File: config.mk
export PLATFORM = sky130hd
export DESIGN_NAME = chte_ram
export DESIGN_NICKNAME = d
export VERILOG_FILES = /design/src/rtl/core/chte_ram.sv
export SDC_FILE = /design/constraint.sdc
export NUM_CORES = 1
export LEC_CHECK = 0
export ABC_AREA = 1
export BUFFER_PORTS_ARGS = -buffer_cell sky130_fd_sc_hd__buf_2
export CORE_MARGIN = 2
export CORE_UTILIZATION = 55
export DETAILED_ROUTE_END_ITERATION = 6
export PLACE_DENSITY = 0.76
export REMOVE_ABC_BUFFERS = 1
export SLEW_MARGIN = 20
export SYNTH_ARGS = -nofsm -noshare
export SYNTH_HDL_FRONTEND = slang
export SYNTH_SLANG_ARGS = --single-unit
File: constraint.sdc
create_clock -name clk -period 1.4 [get_ports clk]
set_input_delay 0.28 -clock clk [delete_from_list [all_inputs] [get_ports clk]]
set_output_delay 0.28 -clock clk [all_outputs]
set_load 0.01 [all_outputs]
File: src/rtl/core/chte_ram.sv
`default_nettype none
// ----------------------------------------------------------------------------
// chte_ram
// Generic simple dual-port RAM: one write port, one read port, registered read.
// ----------------------------------------------------------------------------
module chte_ram #(
  parameter int WIDTH = 8,
  parameter int DEPTH = 16
) (
  input  wire logic                     clk,
  input  wire logic                     we,
  input  wire logic [$clog2(DEPTH)-1:0] waddr,
  input  wire logic [WIDTH-1:0]         wdata,
  input  wire logic                     re,
  input  wire logic [$clog2(DEPTH)-1:0] raddr,
  output logic      [WIDTH-1:0]         rdata
);

  logic [WIDTH-1:0] mem [DEPTH];
  logic [WIDTH-1:0] rdata_r;

  always_ff @(posedge clk) begin
    if (we) begin
      mem[waddr] <= wdata;
    end
    if (re) begin
      rdata_r <= mem[raddr];
    end
  end

  assign rdata = rdata_r;

endmodule
`default_nettype wire

* Word level (Yosys, flattened, before mapping)
Memory sizes are Yosys's and may differ from the RTL's. A register that Yosys moved wholly into a read port is not among the register bits. Cells that the tools add are included.
Storage, ports and cells: register bits 0, bits in writable memories 128, output and inout port bits 8, logic and storage cells 3, memories 1
Memories:
- mem | depth 16, width 8, read ports 1, clocked after memory_dff 1, write ports 1, line 19 | logic [WIDTH-1:0] mem [DEPTH];
Operators by class: mux-type cells 2
Operators with widths (number):
- $mux W1 | 2

* Depth between registers and ports, before layout
Gate-level depths: netlist (run 1).
word-level depth 2, gate-level depth with buffers 8, gate-level depth less buffers 7

* Least setup slack after synthesis (run 1)
No wires, ideal clock.
kind input to register, start in waddr[2], end mem mem[10][0] (enable), setup time 370 ps, data arrival time 861 ps, setup slack 169 ps, cell stages on the path 2, path buffers 0, cell sequence nand3b_1 -> nor2_1
RTL lines:
- from (decl) | line 12 | input wire logic [$clog2(DEPTH)-1:0] waddr,
- to (decl) | line 19
No word-level cell before the write port.

* Final worst setup path (run 1)
start reg rdata_r[2], in the netlist rdata[2] (read register of mem), end out rdata[2]
RTL lines:
- from (decl) | line 20 | logic [WIDTH-1:0] rdata_r;
- to (decl) | line 16 | output logic [WIDTH-1:0] rdata
No word-level cell between the ends.

==> results of run 1 <==
-- synth_stat cells --
master    count
buf_1         1
nand2_1     173
buf_6         6
nand3b_1      2
buf_4         4
inv_2         2
edfxtp_1    136
nor2_1       17
buf_2        13
nand3_1      97
inv_1       100
-- metrics by stage --
step           worst slack, ps  hold WS (ps)  cells
2_1_floorplan           -0.613           379    527
3_3_place_gp             -25.4           666    714
3_5_place_dp             -67.1           673    714
4_1_cts                  -32.3           119    744
5_1_grt                  -49.9           138    744
6_report                 -19.8           127    744
-- state kept, by name (all words and copies together), names as in the netlist --
register	flops
mem	128
rdata	8
-- cell type report --
class                   instances  area share (%)
repair buffers                 51            5.34
well taps                     136            2.47
clock inverters                12            3.62
flip-flops and latches        136            59.3
multi-input cells             289            17.6
inverters                     102            5.56
clock buffers                  18            6.07
-- cell families (layout without fill, tap and decap cells) --
kind of cell           after synthesis  count (layout)  synth area share (%)
AND/OR/NAND/NOR                    289             289                  20.8
flip-flops                         136             136                  69.8
buffers and inverters              126             183                  9.39
-- layer usage --
metal,global-route usage (%),wire [um],vias up
li1,-,-,1873
met1,31.1,4950,1916
met2,40.9,6790,191
met3,5.84,997,28
met4,9.83,318,0
met5,0,0,-
-- power by group --
| group | total, uW | switching [uW] | internal, uW | leakage (uW) |
|---|---|---|---|---|
| Sequential | 4620 | 29.6 | 4590 | 0.00124 |
| Combinational | 564 | 387 | 177 | 0.00144 |
| Clock | 5050 | 1630 | 3420 | 0.000321 |
| Total | 10200 | 2050 | 8180 | 0.00300 |
-- worst paths after layout --
| kind | end | slack, ps | depth (start not counted) |
|---|---|---|---|
| worst max register to register | rdata[7] | 190 | 6 |
| worst max-delay path | rdata[2] | -20 | 1 |
| worst min-delay path | mem[3][2] | 130 | 1 |
| worst min register to register | rdata[6] | 770 | 6 |
-- timing repair --
item | in CTS | in global routing
cloned | 0 | 0
resized for setup | 0 | 0
endpoints found under the setup margin | 3 | 4
setup buffers | 0 | 0
==> results_dict.tcl, run 1 <==
set metrics [dict create \
    status "complete, but fails checks" \
    violations "setup timing" \
    setup_violations 2 \
    rsz0062_at_grt "yes" \
    required_ps 1120 \
    initialDrtViolationCount 336 \
    ctsRootBufferMaster "clkbuf_8" \
    nNetsFinal 616 \
    clock_latency_ps 520 \
    fmax_ghz 0.704 \
    row_count 37 \
    dp_hpwl_um 7570 \
    syn_inst 551 \
    peakVddDrop_mv 1.03 \
    final.setup_skew_ps 4.68 \
    totalPowerFinal_uw 10200 \
    detail_route.first_pass.iterations 6 \
    via_per_inst 5.39 \
    fin_util_pct 66.7 \
    grt_pass1_wl_um 20800 \
    worst-slew-pin-transition_ps 632 \
    slowest_stage "edfxtp_1" \
    die_w_um 107 \
    tritoncts "yes" \
    drt-total-wl_um 13100 \
    critPathKind "reg2out" \
    synth_top_area_share_pct 69.8 \
    ant_nets 0 \
    fin_ws_ps -19.8 \
    cp-end-kind "primary output" \
    holdBufCountCts 0 \
    drv_cap 0 \
    htreeDepth 4 \
    die_area_sq_mm 0.0115 \
    grt_pass1_vias 4029 \
    design_area_sq_mm 0.00689 \
    synthToLayoutAreaGrowth_pct 17.8 \
    gp_congestion 0.820 \
    num_antenna_cells 0 \
    start_kind "flip-flop" \
    grt_max_degree 43 \
    power_density_mw_per_mm2 1490 \
    vias 4008 \
    relSlewSlack_pct 57.8 \
    tns_ps -24.4 \
    regArea_sq_mm 0.00408 \
    r2r-start "mem[13][7]" \
    initial_core_util_pct 56.6 \
    syn_area_per_cell_sq_um 10.6 \
    maxSlewViolCount 0 \
    critical_path.top_delay_family "flip-flops" \
    drc 0 \
    critPathBufInv 1 \
    cp_max_fo 1 \
    fp.dieH_um 107 \
    multiInputGateArea_sq_mm 0.00121 \
    ioPinCount 27 \
    cp-startpoint "rdata[2]" \
    ys_ff_latch 136 \
    cp_cell_sequence "buf_2" \
    nFillCells 731 \
    hold_viol 0 \
    synth.area.top_cells "edfxtp_1 70%, nand2_1 11%, nand3_1 8.3%" \
    cp_slowest_stage_delay_ps 440 \
    drive_above_1_share_pct 13.5 \
    port_buffers 26 \
    placed_cell_area_sq_mm 0.00622 \
    wl_per_cell_um 17.6 \
    grt_usage_pct 24.6 \
    grt_overflow_total 0 \
    crit_arrival_ps 1140 \
    ys_warn_count 0 \
    hp-class "in2reg" \
    clkSlewWorstSetupHoldPaths_ps 60 \
    synth.cell_area_sq_mm 0.00585 \
    final_cell_mix "173 x nand2_1, 136 x edfxtp_1, 100 x inv_1" \
    min_from "wdata[2]" \
    period_share_pct 101 \
    seq_area_frac_synth_pct 69.8 \
    antenna_found_initial 0 \
    numCtsBuffers 17 \
    final_common_cell "nand2_1" \
    leakagePower_uw 0.00300 \
    cts_buffer_depth 2 \
    synth_top_area_cell "edfxtp_1" \
    min_period_ps 1420 \
    synth_cell_types 11 \
    cts_num_sinks 136 \
    coreArea_sq_mm 0.0103 \
]
Power figures use the tool's default switching activity.
==> run 2, diff against run 1 <==
CORE_ASPECT_RATIO = 0.5   (was not set)
CTS_BUF_LIST = sky130_fd_sc_hd__clkbuf_16   (was not set)
==> run 2 against run 1 <==
Against the previous run: the flow now finishes without violations; combinational power up 2%; sequential cell count stayed put; critical endpoint unchanged; highest routed layer is now met5; die area rose by 0.43%; critical path depth did not move; clock power fell by 11%; worst setup slack better by 82 ps; critical path type unchanged; total power is 5.2% lower.
==> results_dict.tcl, run 2 (synthesis results as in run 1) <==
set metrics [dict create \
    nNetsFinal 614 \
    wl_per_cell_um 18.0 \
    final_common_cell "nand2_1" \
    holdBufCountCts 0 \
    initialDrtViolationCount 601 \
    power_density_mw_per_mm2 1430 \
    crit_arrival_ps 1060 \
    clock_latency_ps 420 \
    p_switching_uw 2030 \
    cp-end-kind "primary output" \
    r2r_slack_ps 200 \
    start_kind "flip-flop" \
    top_register "mem" \
    cts_resized 0 \
    pre_cts_slack_ps -116 \
    ctsRootBufferMaster "clkbuf_16" \
    final_cell_mix "173 x nand2_1, 136 x edfxtp_1, 102 x inv_1" \
    cp_slowest_stage_delay_ps 460 \
    vias 4009 \
    period_share_pct 95.5 \
    cp_max_fo 1 \
    internal_power_uw 7680 \
    synthToLayoutAreaGrowth_pct 16.3 \
    coreArea_sq_mm 0.0103 \
    crit_end "rdata[2]" \
    post_cts_buffers 0 \
    detail_route.first_pass.iterations 5 \
    design_area_sq_mm 0.00680 \
    tritoncts "yes" \
    cp-startpoint "rdata[2]" \
    grt_pass1_vias 3881 \
    die_area_sq_mm 0.0115 \
    critPathKind "reg2out" \
    seqPwrFrac_pct 47.6 \
    die_w_um 150 \
    nFillCells 718 \
    worst-slew-pin-transition_ps 616 \
    htreeDepth 4 \
    grt_usage_pct 25.2 \
    grt_overflow_total 0 \
    status "finished clean" \
    row_count 26 \
    drv_cap 0 \
    num_antenna_cells 0 \
    swShare_pct 20.9 \
    fin_ws_ps 62.7 \
    critical_path.top_delay_family "flip-flops" \
    dp_hpwl_um 8090 \
    leakagePower_uw 0.00296 \
    setup_violations 0 \
    ioPinCount 27 \
    drc 0 \
    worstSetupPathDepth 1 \
    r2r-start "mem[9][2]" \
    required_ps 1120 \
    drive_above_1_share_pct 12.5 \
    maxSlewViolCount 0 \
    drt-total-wl_um 13500 \
    pwr-share-comb_pct 5.9 \
    slowest_stage "edfxtp_1" \
    grt_max_degree 65 \
    reg2reg_to "rdata[2]" \
    hp-class "in2reg" \
    relSlewSlack_pct 58.9 \
    cts_buffer_depth 2 \
    fin_util_pct 66.1 \
    cp_cell_sequence "buf_2" \
    fmax_ghz 0.748 \
    initial_core_util_pct 56.9 \
    gp_congestion 0.838 \
    largest_register_ffs 128 \
    min_period_ps 1340 \
    placed_cell_area_sq_mm 0.00621 \
    ant_nets 0 \
    totalPowerFinal_uw 9710 \
    grt_pass1_wl_um 20900 \
    rsz0062_at_grt "no" \
    cts_num_sinks 136 \
    peakVddDrop_mv 0.970 \
    hold_viol 0 \
    critPathBufInv 1 \
    final.setup_skew_ps 7.54 \
    p_clk_share_pct 46.4 \
    numCtsBuffers 17 \
    reg2regPathDepth 6 \
    fp.dieH_um 76.9 \
    antenna_found_initial 1 \
    port_buffers 26 \
    clkSlewWorstSetupHoldPaths_ps 60 \
    via_per_inst 5.37 \
]
## run 2: changes by cell type in the layout (fill, tap and decap cells not counted)
cell | before | now
buf_4 | 21 | 19
inv_6 | 1 | 0
clkbuf_16 | 16 | 17
clkinv_1 | 0 | 4
bufinv_16 | 7 | 4
clkbuf_8 | 1 | 0
clkinv_2 | 1 | 3
clkinv_4 | 2 | 0
inv_1 | 100 | 102
clkbuf_1 | 1 | 0
## run 2: power by group through the flow
stage	Sequential [uW]	Combinational, uW	Clock [uW]
after floorplan	4700	246	0
after global placement	4700	552	0
after detailed placement	4700	566	0
after CTS	4620	573	4530
after global routing	4630	633	4710
final	4620	577	4510
## run 2: metal layers
metal	global-route usage, %	wire, um	vias to the layer above	share of wire, %
met3	7.62	1450	24	11
met4	8.87	250	2	1.9
li1	-	-	1867	-
met1	33.3	5200	1932	39
met5	0	14	-	0.10
met2	40.1	6560	184	49
## run 2: cell type report
type / count / area [sq um] / share of cell area, %
multi-input combinational: 289 / 1210 / 17.9
sequential: 136 / 4080 / 60.1
timing repair buffer: 49 / 353 / 5.19
clock buffer: 17 / 425 / 6.26
inverter: 102 / 383 / 5.63
clock inverter: 14 / 165 / 2.43
tap: 140 / 175 / 2.58
## run 2: stage by stage
step	hold slack (ps)	TNS, ps	cells
global route	241	0	747
finish	249	0	747
CTS	238	0	747
global placement	672	-393	716
detailed placement	669	-609	716
floorplan	379	-1.20	527
## run 2: worst min-delay path by stage
stage,startpoint,endpoint,slack [ps],cells past startpoint
4_1_cts,re,rdata[4],240,1
6_report,re,rdata[4],250,1
2_1_floorplan,wdata[0],mem[0][0],380,0
3_3_place_gp,re,rdata[1],670,1
5_1_grt,re,rdata[4],240,1
3_5_place_dp,re,rdata[1],670,1
==> run 3, diff against run 2 <==
GPL_ROUTABILITY_DRIVEN = 0   (was not set)
PLACE_DENSITY = 0.78   (was 0.76)
clock period = 1.1 ns   (was 1.4 ns; I/O delays follow)
==> run 3 against run 2 <==
Against the previous run: the flow now finishes with violations (setup timing); wire length grew 4.7%; clock skew shrank 1.6 ps; utilization grew 3.7 points; sequential power grew 27%; combinational power grew 61%; via count grew 3.9%; highest routed layer is now met4; total power grew 18%.
==> results_dict.tcl, run 3 (synthesis results as in run 1) <==
set metrics [dict create \
    status "complete, but fails checks" \
    violations "setup timing" \
    relSlewSlack_pct 72.9 \
    die_w_um 150 \
    cts_buffer_depth 2 \
    setup_violations 10 \
    final_cell_mix "165 x nand2_1, 136 x edfxtp_1, 104 x inv_1" \
    grt_overflow_total 0 \
    wl_per_cell_um 18.6 \
    synthToLayoutAreaGrowth_pct 22.7 \
    dp_hpwl_um 8390 \
    required_ps 880 \
    worstSetupPathDepth 1 \
    clock_latency_ps 410 \
    final_cells 760 \
    htreeDepth 4 \
    row_count 26 \
    drv_cap 0 \
    hold_ws_ps 178 \
    worst-slew-pin-transition_ps 406 \
    final.setup_skew_ps 5.95 \
    post_cts_buffers 0 \
    num_antenna_cells 0 \
    antenna_found_initial 0 \
    drive_above_1_share_pct 24.4 \
    reg2regPathDepth 6 \
    period_share_pct 109 \
    critical_path.top_delay_family "flip-flops" \
    crit_arrival_ps 980 \
    cts_num_sinks 136 \
    final_common_cell "nand2_1" \
    rsz0062_at_grt "yes" \
    drc 0 \
    grt_max_degree 41 \
    fmax_ghz 0.836 \
    largest_register_ffs 128 \
    top_register "mem" \
    grt_pass1_wl_um 20900 \
    fp.dieH_um 76.9 \
    grt_pass1_vias 3949 \
    initial_core_util_pct 56.9 \
    holdBufCountCts 0 \
    detail_route.first_pass.iterations 5 \
    port_buffers 26 \
    tritoncts "yes" \
    cp_cell_sequence "buf_2" \
    ctsRootBufferMaster "clkbuf_16" \
    peakVddDrop_mv 1.18 \
    r2r_slack_ps 0 \
    slowest_stage "edfxtp_1" \
    critPathKind "reg2out" \
    drt-total-wl_um 14100 \
    cp-end-kind "primary output" \
    fin_ws_ps -95.5 \
    die_area_sq_mm 0.0115 \
    clkSlewWorstSetupHoldPaths_ps 60 \
    wl_met3_um 1230 \
    grt_usage_pct 25.1 \
    design_area_sq_mm 0.00717 \
    cp_slowest_stage_delay_ps 400 \
    wl_met2_um 6820 \
    cp_max_fo 1 \
    ioPinCount 27 \
    numCtsBuffers 17 \
    coreArea_sq_mm 0.0103 \
    maxSlewViolCount 0 \
    nFillCells 653 \
    pre_cts_slack_ps -335 \
    initialDrtViolationCount 606 \
    start_kind "flip-flop" \
    hold_viol 0 \
    via_per_inst 5.48 \
    hp-class "in2reg" \
    wl_met1_um 5690 \
    critPathBufInv 1 \
    leakagePower_uw 0.00314 \
    nNetsFinal 627 \
    power_density_mw_per_mm2 1600 \
    top_layer "met4" \
    min_path_cells 1 \
    placed_cell_area_sq_mm 0.00638 \
    ant_nets 0 \
    vias 4166 \
    min_period_ps 1200 \
    dp_cells 729 \
]
[run 3: cell count changes in the layout (fill, tap and decap cells not counted), moves of 3 or more]
cell and change:
nand3_2 +55, nand2_2 +8, nand2_1 -8, bufinv_16 -4
buf_4 +6, buf_12 +6, inv_2 +3, nand3_1 -56
[run 3: stage by stage]
stage / util, % / total power (uW) / setup TNS [ps]
6_report: 69.8 / 11500 / -593
5_1_grt: 69.8 / 11800 / -984
4_1_cts: 67.1 / 11400 / -639
3_5_place_dp: 62.1 / 6770 / -12570
3_3_place_gp: 62.1 / 6750 / -9680
2_1_floorplan: - / 6300 / -8100
[run 3: layout make-up]
cell class	instances	area, sq um	share of cell area, %
tap	140	175	2.44
inverter	102	383	5.34
clock buffer	17	425	5.93
multi-input combinational	289	1520	21.2
clock inverter	14	56.3	0.785
timing repair buffer	62	529	7.38
sequential	136	4080	56.9
[run 3: timing repair]
item	4_1_cts	5_1_grt
endpoints found under the hold margin	0	0
pin swaps	4	26
setup endpoints to repair	13	16
gates resized for setup	6	63
[run 3: report_power, final]
part           internal [uW]  switching [uW]  total, uW
Combinational            319             607        927
Clock                   2750            1940       4680
Sequential              5840            34.8       5880
Total                   8910            2580      11500
[run 3: path summary, 6_finish.rpt]
path,startpoint,endpoint
hold / removal,re,rdata[1]
hold reg to reg,mem[10][3],rdata[3]
setup / recovery,rdata[4],rdata[4]
setup reg to reg,mem[1][6],rdata[6]
[run 3: routing by layer]
metal	vias up	GRT usage, %
li1	1897	-
met5	-	0
met1	1995	34.8
met3	42	4.64
met4	0	11.5
met2	232	39.1
