===== src/rtl/core/chte_pkg.sv =====
`default_nettype none
// ----------------------------------------------------------------------------
// chte_pkg
// Shared types and constants of the chained hash table engine.
// ----------------------------------------------------------------------------
package chte_pkg;

  localparam int SLOTS_DEF      = 4096;
  localparam int KEY_WIDTH_DEF  = 64;
  localparam int DATA_WIDTH_DEF = 32;

  localparam int HASH_W   = 32;
  localparam int TS_W     = 12;
  localparam int CNT_W    = 13;
  localparam int STATUS_W = 2;
  localparam logic [TS_W-1:0] TS_RESET = 12'd1039;

  // remainder unit retires this many dividend bits per cycle
  localparam int MOD_BITS  = 2;
  localparam int MOD_STEPS = HASH_W / MOD_BITS;
  localparam int STEP_W    = $clog2(MOD_STEPS);

  typedef enum logic [STATUS_W-1:0] {
    ST_FOUND    = 2'd0,
    ST_INSERTED = 2'd1,
    ST_MISS     = 2'd2,
    ST_FULL     = 2'd3
  } status_t;

  typedef struct packed {
    logic            done;
    logic [TS_W-1:0] rem;
  } mod_res_t;

endpackage
`default_nettype wire


===== src/rtl/core/chte_mod.sv =====
`default_nettype none
// ----------------------------------------------------------------------------
// chte_mod
// Iterative remainder unit: dividend modulo a 12-bit divisor, two bits a cycle.
// ----------------------------------------------------------------------------
module chte_mod (
  input  wire logic                       clk,
  input  wire logic                       rst_n,
  input  wire logic                       start,
  input  wire logic [chte_pkg::HASH_W-1:0] dividend,
  input  wire logic [chte_pkg::TS_W-1:0]  divisor,
  output chte_pkg::mod_res_t              res
);
  import chte_pkg::*;

  logic [HASH_W-1:0] q_r, q_nxt;
  logic [TS_W-1:0]   rem_r, rem_nxt;
  logic [TS_W-1:0]   d_r, d_nxt;
  logic [STEP_W-1:0] cnt_r, cnt_nxt;
  logic              busy_r, busy_nxt;
  logic              done_r, done_nxt;

  logic [TS_W:0] r1, r1s, r2, r2s;

  always_comb begin
    r1  = {rem_r, q_r[HASH_W-1]};
    r1s = (r1 >= {1'b0, d_r}) ? (r1 - {1'b0, d_r}) : r1;
    r2  = {r1s[TS_W-1:0], q_r[HASH_W-2]};
    r2s = (r2 >= {1'b0, d_r}) ? (r2 - {1'b0, d_r}) : r2;
  end

  always_comb begin
    q_nxt    = q_r;
    rem_nxt  = rem_r;
    d_nxt    = d_r;
    cnt_nxt  = cnt_r;
    busy_nxt = busy_r;
    done_nxt = 1'b0;
    if (start) begin
      q_nxt    = dividend;
      rem_nxt  = '0;
      d_nxt    = divisor;
      cnt_nxt  = '0;
      busy_nxt = 1'b1;
    end else if (busy_r) begin
      q_nxt   = {q_r[HASH_W-MOD_BITS-1:0], {MOD_BITS{1'b0}}};
      rem_nxt = r2s[TS_W-1:0];
      cnt_nxt = cnt_r + 1'b1;
      if (cnt_r == STEP_W'(MOD_STEPS - 1)) begin
        busy_nxt = 1'b0;
        done_nxt = 1'b1;
      end
    end
  end

  always_ff @(posedge clk) begin
    if (!rst_n) begin
      busy_r <= 1'b0;
      done_r <= 1'b0;
      cnt_r  <= '0;
    end else begin
      busy_r <= busy_nxt;
      done_r <= done_nxt;
      cnt_r  <= cnt_nxt;
    end
    q_r   <= q_nxt;
    rem_r <= rem_nxt;
    d_r   <= d_nxt;
  end

  assign res.done = done_r;
  assign res.rem  = rem_r;

endmodule
`default_nettype wire


===== config.mk =====
export PLATFORM = sky130hd
export DESIGN_NAME = chte_mod
export DESIGN_NICKNAME = d
export VERILOG_FILES = /design/src/rtl/core/chte_pkg.sv /design/src/rtl/core/chte_mod.sv
export SDC_FILE = /design/constraint.sdc
export NUM_CORES = 1
export LEC_CHECK = 0
export ABC_AREA = 1
export BUFFER_PORTS_ARGS = -buffer_cell sky130_fd_sc_hd__buf_2
export CORE_MARGIN = 4
export CORE_UTILIZATION = 50
export DETAILED_ROUTE_END_ITERATION = 8
export PLACE_DENSITY = 0.72
export SLEW_MARGIN = 5
export SYNTH_ARGS = -nofsm -noshare
export SYNTH_HDL_FRONTEND = slang
export SYNTH_SLANG_ARGS = --single-unit

===== constraint.sdc =====
create_clock -name clk -period 8.25 [get_ports clk]
set_input_delay 0.4125 -clock clk [delete_from_list [all_inputs] [get_ports clk]]
set_output_delay 0.4125 -clock clk [all_outputs]
set_load 0.01 [all_outputs]

# [Yosys cells after proc, flatten, opt, wreduce, memory -nomap -nowiden]
# Index checks and enable logic that the tools add are counted.
[totals] ram_bits=0 mem_bits_ro=0 latchBits=0 input_bits=47 regBits=62 out_inout_bits=13 n_memories=0 wordCells=25
[op_classes] shifts=0 n_addsub=3 n_eq_ne=1 mul=0 n_bitwise=2 order_cmp=2 muxes=8 div_mod_pow=0 reduce_logical=3
[op_table] operator="$mux 32" count=2
[op_table] operator="$ge 13x12->1" count=2
[op_table] operator="$mux 12" count=2
[op_table] operator="$sub 12x12->12" count=2
[op_table] operator="$add 4x1->4 const B" count=1
[op_table] operator="$eq 4x4->1 const B" count=1
[op_table] operator="$mux 1" count=4
[op_table] operator="$reduce_or 3->1" count=1
[op_table] operator="$not 1->1" count=2
[op_table] operator="$reduce_bool 2->1" count=1
[op_table] operator="$reduce_or 2->1" count=1

# [Logic depth before layout (Yosys ltp)]
# Gate-level depths: netlist of run 1.
[depth] depth_word=4 mapped_depth=28 mapped_depth_nobuf=27

# [Worst setup path after synthesis of run 1]
# No wires, ideal clock.
[synth_timing] path_type="register to register" startpoint="register q_r[31]" endpoint="register rem_r[10]" slack_ns=5.153 path_stages_with_launch=28 path_buffers=1 arrival_ns=2.984 setup_time_ns=0.113 synth_period_minus_slack_ns=3.097 t_required_ns=8.137 path_cell_list="edfxtp_1 inv_1 ha_1 inv_1 fa_1 nand2_1 inv_1 o21ai_0 nand2_1 nand2_1 nand3b_1 nand2_1 nand2_1 nand2_1 inv_1 ha_1 nand2_1 nor2_1 nand3_1 nand3_2 nand2_1 nand3_1 nand2_2 nand3_2 buf_4 nand2_1 nand3_1 nand2_1"
[synth_via] elab_chain_cells=4 word_cells_on_any_way=6 classes_between="add/sub (2); order compare (2); mux (2)"
[synth_lines] item="start: declaration" line_no="chte_mod.sv:16" text="logic [HASH_W-1:0] q_r, q_nxt;"
[synth_lines] item="start signal: assignment" line_no="chte_mod.sv:66" text="q_r <= q_nxt;"
[synth_lines] item="$sub 12x12->12 or $ge 13x12->1 (tied branches)" line_no="chte_mod.sv:27" text="r1s = (r1 >= {1'b0, d_r}) ? (r1 - {1'b0, d_r}) : r1;"
[synth_lines] item="$mux 12 (*)" line_no="chte_mod.sv:27"
[synth_lines] item="$sub 12x12->12 or $ge 13x12->1 (tied branches)" line_no="chte_mod.sv:29" text="r2s = (r2 >= {1'b0, d_r}) ? (r2 - {1'b0, d_r}) : r2;"
[synth_lines] item="$mux 12 (*)" line_no="chte_mod.sv:29"
[synth_lines] item="end signal: assignment" line_no="chte_mod.sv:67" text="rem_r <= rem_nxt;"
[synth_lines] item="end: declaration" line_no="chte_mod.sv:17" text="logic [TS_W-1:0] rem_r, rem_nxt;"
# Mark *: on every way between the ends. The rest lies on a longest branch, timed or not.
# A chain may end at the register's enable or synchronous reset.

# [Final worst setup path of run 1]
[layout_timing] startpoint="register q_r[31]" endpoint="register rem_r[11]"
# The elaborated chain is that of the path after synthesis.

==> flow_summary.ini, run 1 <==
[global_routing]
grt_pass1_wl_um = 15800
grt_usage = 0.196
grt_antenna_before_repair = 0
grt_max_degree = 49
overflow = 0
grt_pass1_vias = 3531

[run_status]
status = complete, no violations

[floorplan]
start_util = 0.510
rows = 33
core-area_um2 = 8180
dieArea_um2 = 9870
die_x_um = 99.3
io_pins = 60
fp.dieH_um = 99.3

[timing]
worst_pin_slew_ps = 901
rsz0062_at_grt = false
setup_ws_ps = 4260
min_period_ps = 3990
hold_violations = 0
fin_setup_tns_ps = 0
setup_viol = 0
relSlewSlack = 0.397
max_freq_mhz = 250
slew_viol_final = 0
finalCritPeriodShare = 0.484
skew_ps = 8.34

[drt]
ant_nets = 0
wl_um = 9200
drt_iter0_drc = 169
vias_per_cell = 4.98
routedWlPerCell_um = 12.9
dr.pass1.iters = 5
drc_errors = 0
via_count = 3544

[place]
hpwl_um = 7030
dp_worst_setup_slack_ps = 4400
io_buffers = 59
place_congestion = 0.920

[clock_network]
cts_sinks = 62
post_cts_buffers = 0
cts_tree = yes
cts_buffer_depth = 2
clkLatencyLatePin_ps = 330
numCtsBuffers = 9
postCtsHoldBufs = 0
cts_root_buf = clkbuf_8
htree_levels = 3
cts_resized = 0
clkTransAtPathRegs_ps = 70

[finish]
area_growth_pct = 12.9
drive_above_1_share = 0.178
regArea_um2 = 1680
nFillCells = 769
multi_input_area_um2 = 2090
final_nets = 676
diodes = 0

[synth]
syn-num-nets = 620
ys_seq_area_frac = 0.403
ys.flop_type = edfxtp_1
synth_edf_count = 44
synth.distinct_cells = 35
syn_avg_cell_area_um2 = 7.64
syn_area_um2 = 4170
ys_ff_latch = 62
yosys_warnings = 0
syn_inst = 546
synthArstFlopShare = 0

[run]
max_cap_violations = 0

[hold_path]
hp-class = in -> reg

[power]
p_leak_nw = 2.54
vdd_drop_max_mv = 0.120
p_per_area_nw_per_um2 = 289

[worst_setup_path]
slowest_delay_ps = 430
path_class = reg -> reg
rrSetupSlack_ps = 4260
cp_slowest_cell = fa_1
start_kind = register
cp-end-kind = register
path_max_fanout = 13
cp_common_cell = nand2_1
critPathRequiredTime_ps = 8520
critical_path_arrival_ps = 4260
final cells by class:
class,instances,area share
timing repair buffer,60,0.0643
tap,105,0.0279
inverter,77,0.0619
clock inverter,5,0.0154
sequential,62,0.357
multi-input combinational,392,0.443
clock buffer,11,0.0300
cell usage after synthesis, types with 3 or more instances:
master / count / area, µm²
xor2_1: 3 / 26.3
nor2_1: 22 / 82.6
nand3_1: 30 / 150
nand4_1: 4 / 25.0
a21oi_1: 12 / 60.1
xnor2_1: 10 / 87.6
nand3_2: 13 / 130
inv_1: 74 / 278
ha_1: 25 / 313
clkbuf_1: 8 / 30.0
nand2_2: 10 / 62.6
nand2_1: 234 / 878
nand3b_1: 4 / 30.0
buf_6: 4 / 45.0
edfxtp_1: 44 / 1320
dfxtp_1: 18 / 360
nor2_2: 3 / 18.8
per-stage QoR:
stage,cell area [µm²],hold WS [ps],cells,utilization,power (mW)
CTS,4710,242,712,0.576,1.36
detailed placement,4500,480,696,0.550,1.07
global placement,4500,484,696,0.550,1.06
finish,4710,250,712,0.576,1.36
global route,4710,234,712,0.576,1.47
floorplan,4170,470,546,-,0.955
critical path, delay by kind of cell, from the launching register on:
family          cells  cell delay, ps
compound gates      2             190
fa+ha+maj           3             910
buf+inv             4             290
flops               1             390
simple gates       17            2150
sequential cells by signal, summed over array words and instances (netlist names):
register and flops:
busy_r 1, d_r 12, done_r 1, q_r 32
rem_r 12, cnt_r 4
metal layers:
metal / GRT usage / part of all wire / up-vias
li1: - / - / 1826
met5: 0 / 0 / -
met1: 0.252 / 0.46 / 1605
met4: 0.0578 / 0.014 / 0
met3: 0.0379 / 0.054 / 13
met2: 0.335 / 0.48 / 100
power by group:
part	internal, mW	switching (mW)	leakage, nW
combinational	0.253	0.421	1.84
clock	0.176	0.114	0.108
sequential	0.374	0.0249	0.594
logic make-up (layout without fill, tap and decap cells):
group / count (synthesis) / count (layout) / synth area share
xor+xnor: 13 / 13 / 0.0273
simple gates: 330 / 330 / 0.355
compound gates: 22 / 22 / 0.0333
buf+inv: 92 / 153 / 0.0963
flops: 62 / 62 / 0.403
fa+ha+maj: 27 / 27 / 0.0846
worst paths after layout:
kind / depth (start not counted) / start / to
max reg2reg: 26 / q_r[31]$_DFFE_PP_ / rem_r[11]$_SDFFE_PP0P_
min reg2reg: 2 / rem_r[8]$_SDFFE_PP0P_ / rem_r[8]$_SDFFE_PP0P_
min: 1 / divisor[0] / d_r[0]$_DFFE_PP_
max: 26 / q_r[31]$_DFFE_PP_ / rem_r[11]$_SDFFE_PP0P_
cell usage in the layout (no fill, tap or decap):
cell type and n:
clkbuf_8 10, a21oi_1 12, nor3_2 1, nand2_2 10, bufinv_16 2, clkinv_1 3
nor3_1 2, nor2_1 22, nand3_2 13, buf_2 59, xnor2_1 10, inv_4 1
a21o_1 2, xor2_1 3, nand3b_1 4, ha_1 25, nor3b_1 2, nand4_1 4
nand2_1 234, nand3_4 2, a31oi_1 2, clkbuf_1 1, fa_1 2, edfxtp_1 44
o211a_1 1, nor2_2 3, o21ai_0 2, a21oi_4 1, inv_1 74, nand3_1 30
nand4_2 1, o21bai_1 2, nor2_4 2, buf_4 1, dfxtp_1 18, inv_2 1
clkinv_2 1
Power figures use the tool's default switching activity.
==> inputs of run 2 (changes only) <==
- PLACE_DENSITY: 0.72 -> 0.75
- clock period: 8.25 -> 3.51 ns (I/O delays scaled with it)
==> flow_summary.ini, run 2 (synthesized netlist as in run 1, its figures left out) <==
[global_routing]
grt_pass1_vias = 3699
grt_usage = 0.203
grt_pass1_wl_um = 16400
overflow = 0
grt_max_degree = 40
grt_antenna_before_repair = 0

[worst_setup_path]
cp-end-kind = register
critPathBufInv = 5
critPathRequiredTime_ps = 3800
timing.rr.start = q_r[31]$_DFFE_PP_
critical_path_arrival_ps = 3640
rrSetupSlack_ps = 160
slowest_delay_ps = 380
cp_common_cell = nand2_2
cp_slowest_cell = fa_2
path_max_fanout = 6
rr_endpoint = rem_r[7]$_SDFFE_PP0P_
path_class = reg -> reg
r2r_cells = 26
start_kind = register
crit_cells = 26
crit_family = simple AND/OR/NAND/NOR gates

[power]
p_comb_frac = 0.565
p_per_area_nw_per_um2 = 681
pwr-share-clk = 0.171
p_leak_nw = 2.70
switching_power_mw = 1.49
vdd_drop_max_mv = 0.310
cellInternalPower_mw = 2.08
seqPwrFrac = 0.264
swShare = 0.417

[clock_network]
clkTransAtPathRegs_ps = 70
cts_root_buf = clkbuf_8
cts_buffer_depth = 2
clkLatencyLatePin_ps = 340
numCtsBuffers = 9
htree_levels = 3
cts_sinks = 62
cts_tree = yes

[run]
max_cap_violations = 0

[timing]
relSlewSlack = 0.363
hold_violations = 0
min_period_ps = 3350
setup_ws_ps = 161
skew_ps = 10.8
max_freq_mhz = 299
finalCritPeriodShare = 0.954
worst_pin_slew_ps = 952
setup_viol = 0
slew_viol_final = 0

[finish]
regArea_um2 = 1680
final_util = 0.640
nFillCells = 691
drive_above_1_share = 0.281
mostFrequentLayoutCell = nand2_1
final_nets = 705
layout_common_cells = nand2_1 (227), inv_1 (63), buf_2 (59)
final_area_um2 = 5240
diodes = 0
area_growth_pct = 25.5
multi_input_area_um2 = 2370
top_regs = q_r: 32 flops, d_r: 12 flops, rem_r: 12 flops
top_register = q_r
largest_reg_flops = 32

[hold_path]
hp-class = in -> reg
holdPathEnd = d_r[8]$_DFFE_PP_
worstHoldStart = divisor[8]
hold_path_depth = 1

[floorplan]
fp.dieH_um = 99.3
core-area_um2 = 8180
dieArea_um2 = 9870
io_pins = 60
die_x_um = 99.3
rows = 33
start_util = 0.510

[place]
place_congestion = 0.927
io_buffers = 59
dpl-instance-area_um2 = 4590
hpwl_um = 7200
dp_worst_setup_slack_ps = -17.3

[drt]
routedWlPerCell_um = 13.6
drt_iter0_drc = 222
dr.pass1.iters = 5
drc_errors = 0
ant_nets = 0
wl_um = 10100
vias_per_cell = 5.13
via_count = 3804

[run_status]
status = complete, no violations
==> run 2: layout make-up <==
cell class | count | share of cell area
clock buffer | 10 | 0.0244
clock inverter | 6 | 0.0119
inverter | 77 | 0.0566
multi-input combinational | 393 | 0.454
sequential | 62 | 0.321
tap | 105 | 0.0251
timing repair buffer | 88 | 0.107
==> run 2: worst reg2reg max path, cell delays in order, from the launching register on <==
cell       delay, ps
edfxtp_1         370
inv_2             80
ha_2             170
inv_2             60
fa_2             380
nand2_2           60
inv_1             50
o21ai_2          110
nand2_2          110
nand2_2           80
nand3b_1          80
nand2_1           80
nand2_1           70
nand2_2           90
inv_2             50
ha_4             290
nand2_2           60
nor2_1           200
nand3_1          130
nand3_2          110
nand2_2           70
nand3_2           90
nand2_4          100
clkbuf_16        180
nand3_2           80
nand3_2           70
nand2_1           80
==> run 2: what timing repair did <==
action | 4_1_cts | 5_1_grt
endpoints found under the setup margin | 11 | 12
gates cloned | 0 | 2
pin swaps | 0 | 11
resized for setup | 1 | 60
endpoints found under the hold margin | 5 | 1
hold buffers | 5 | 1
buffers inserted | 0 | 10
==> run 2: through the flow <==
stage	hold slack [ps]	power, mW	instances	TNS, ps
2_1_floorplan	274	2.25	546	0
3_3_place_gp	353	2.54	707	0
3_5_place_dp	354	2.57	707	-26.6
4_1_cts	2.80	3.20	728	0
5_1_grt	0.487	3.86	741	-1690
6_report	23.4	3.56	741	0
==> run 2: worst max path at each step <==
stage,startpoint,endpoint,slack (ps)
after floorplan,q_r[31]$_DFFE_PP_,rem_r[10]$_SDFFE_PP0P_,410
after global placement,q_r[31]$_DFFE_PP_,rem_r[1]$_SDFFE_PP0P_,20
after detailed placement,q_r[31]$_DFFE_PP_,rem_r[10]$_SDFFE_PP0P_,-20
after CTS,q_r[31]$_DFFE_PP_,rem_r[8]$_SDFFE_PP0P_,4
after global routing,q_r[31]$_DFFE_PP_,rem_r[7]$_SDFFE_PP0P_,-160
final,q_r[31]$_DFFE_PP_,rem_r[7]$_SDFFE_PP0P_,160
==> run 2: power groups by stage <==
| stage | sequential (mW) | clock [mW] | combinational [mW] |
|---|---|---|---|
| 6_report | 0.942 | 0.608 | 2.01 |
| 5_1_grt | 0.951 | 0.662 | 2.25 |
| 4_1_cts | 0.930 | 0.618 | 1.65 |
| 2_1_floorplan | 0.952 | 0 | 1.29 |
| 3_3_place_gp | 0.941 | 0 | 1.60 |
| 3_5_place_dp | 0.945 | 0 | 1.62 |
==> run 2: layer usage <==
metal	vias to the layer above	GRT usage	routed length, µm
met5	-	0	0
met4	0	0.0693	198
met3	20	0.0540	582
met2	140	0.337	4990
met1	1748	0.256	4340
li1	1896	-	-
==> inputs of run 3 (changes only) <==
- BUFFER_PORTS_ARGS: -buffer_cell sky130_fd_sc_hd__buf_2 -> not set
- DONT_BUFFER_PORTS: not set -> 1
- PLACE_DENSITY: 0.75 -> 0.69
==> flow_summary.ini, run 3 (synthesized netlist as in run 1, its figures left out) <==
[run_status]
status = complete, no violations

[drt]
drt_iter0_drc = 207
drc_errors = 0
via_count = 3661
wl_um = 10500
routedWlPerCell_um = 15.0
ant_nets = 0
dr.pass1.iters = 5
vias_per_cell = 5.23

[floorplan]
die_x_um = 99.3
start_util = 0.510
rows = 33
dieArea_um2 = 9870
core-area_um2 = 8180
io_pins = 60
fp.dieH_um = 99.3

[place]
dp_worst_setup_slack_ps = -105
hpwl_um = 7330
dpl-instance-area_um2 = 4330
io_buffers = 0
place_congestion = 0.938

[worst_setup_path]
critical_path_arrival_ps = 3590
cp_common_cell = nand2_1
slowest_delay_ps = 360
path_class = reg -> reg
path_max_fanout = 8
start_kind = register
cp_slowest_cell = edfxtp_1
critPathRequiredTime_ps = 3750
cp-end-kind = register

[global_routing]
grt_pass1_vias = 3573
grt_antenna_before_repair = 1
overflow = 0
grt_max_degree = 36
grt_usage = 0.211
grt_pass1_wl_um = 16800

[power]
p_leak_nw = 2.52
p_per_area_nw_per_um2 = 702
vdd_drop_max_mv = 0.393

[finish]
largest_reg_flops = 32
final_nets = 663
top_register = q_r
top_regs = q_r: 32 flops, d_r: 12 flops, rem_r: 12 flops
layout_common_cells = nand2_1 (229), inv_1 (66), edfxtp_1 (44)
drive_above_1_share = 0.205
final_area_um2 = 5070
area_growth_pct = 21.5
mostFrequentLayoutCell = nand2_1

[clock_network]
numCtsBuffers = 9
clkLatencyLatePin_ps = 350
cts_root_buf = clkbuf_8
cts_buffer_depth = 2
cts_tree = yes
cts_sinks = 62
clkTransAtPathRegs_ps = 70
htree_levels = 3

[timing]
max_freq_mhz = 298
setup_ws_ps = 153
setup_viol = 0
relSlewSlack = 0.285
slew_viol_final = 0
min_period_ps = 3360
hold_violations = 0
worst_pin_slew_ps = 1070
finalCritPeriodShare = 0.956
fin_setup_tns_ps = 0
rsz0062_at_grt = true
skew_ps = 11.6

[run]
max_cap_violations = 0

[hold_path]
hp-class = in -> reg
-- run 3: area by class of cell --
type / count / area (µm²)
Clock buffer: 11 / 141
Tap cell: 105 / 131
Fill cell: 743 / 3110
Inverter: 77 / 297
Timing Repair Buffer: 46 / 398
Antenna cell: 1 / 2.50
Clock inverter: 5 / 50.0
Multi-Input combinational cell: 393 / 2370
Sequential cell: 62 / 1680
-- run 3: worst max-delay path: cells and delay by family, from the launching register on --
family | cells | cell delay, ps
and+or+nand+nor | 17 | 1440
AOI/OAI and AO/OA | 1 | 170
buffers and inverters | 6 | 680
DFF | 1 | 360
adders and majority gates | 2 | 550
-- run 3: final timing paths --
check / depth (start not counted) / slack (ps) / startpoint / to
max reg2reg: 26 / 150 / d_r[9]$_DFFE_PP_ / rem_r[7]$_SDFFE_PP0P_
min reg2reg: 2 / 510 / q_r[15]$_DFFE_PP_ / q_r[17]$_DFFE_PP_
min: 2 / 10 / dividend[24] / q_r[24]$_DFFE_PP_
max: 26 / 150 / d_r[9]$_DFFE_PP_ / rem_r[7]$_SDFFE_PP0P_
-- run 3: timing repair --
action / CTS / global route
setup endpoints to repair: 12 / 12
hold buffers: 18 / 0
gates cloned: 0 / 1
buffers inserted: 0 / 10
gates resized for setup: 4 / 54
pin swaps: 2 / 18
endpoints found under the hold margin: 28 / 0
-- run 3: where the power goes --
group | switching, mW | internal (mW) | total (mW) | leakage [nW]
combinational | 1.18 | 0.832 | 2.01 | 1.83
clock | 0.277 | 0.341 | 0.618 | 0.0944
sequential | 0.0482 | 0.879 | 0.927 | 0.594
-- run 3: metrics by stage --
stage          std cells  hold WS [ps]   util  power [mW]
6_report             700          9.65  0.620        3.56
5_1_grt              700          12.7  0.620        3.81
4_1_cts              688         0.353  0.578        3.22
3_5_place_dp         654           274  0.529        2.55
3_3_place_gp         654           274  0.529        2.52
2_1_floorplan        546           274      -        2.25
-- run 3: metal layers --
layer  wire length (µm)  GRT usage  share of wire  up-vias
li1                   -          -              -     1813
met1               4520      0.276           0.43     1693
met2               4990      0.342           0.48      126
met3                724     0.0519          0.069       29
met4                269     0.0756          0.026        0
met5                  0          0              0        -
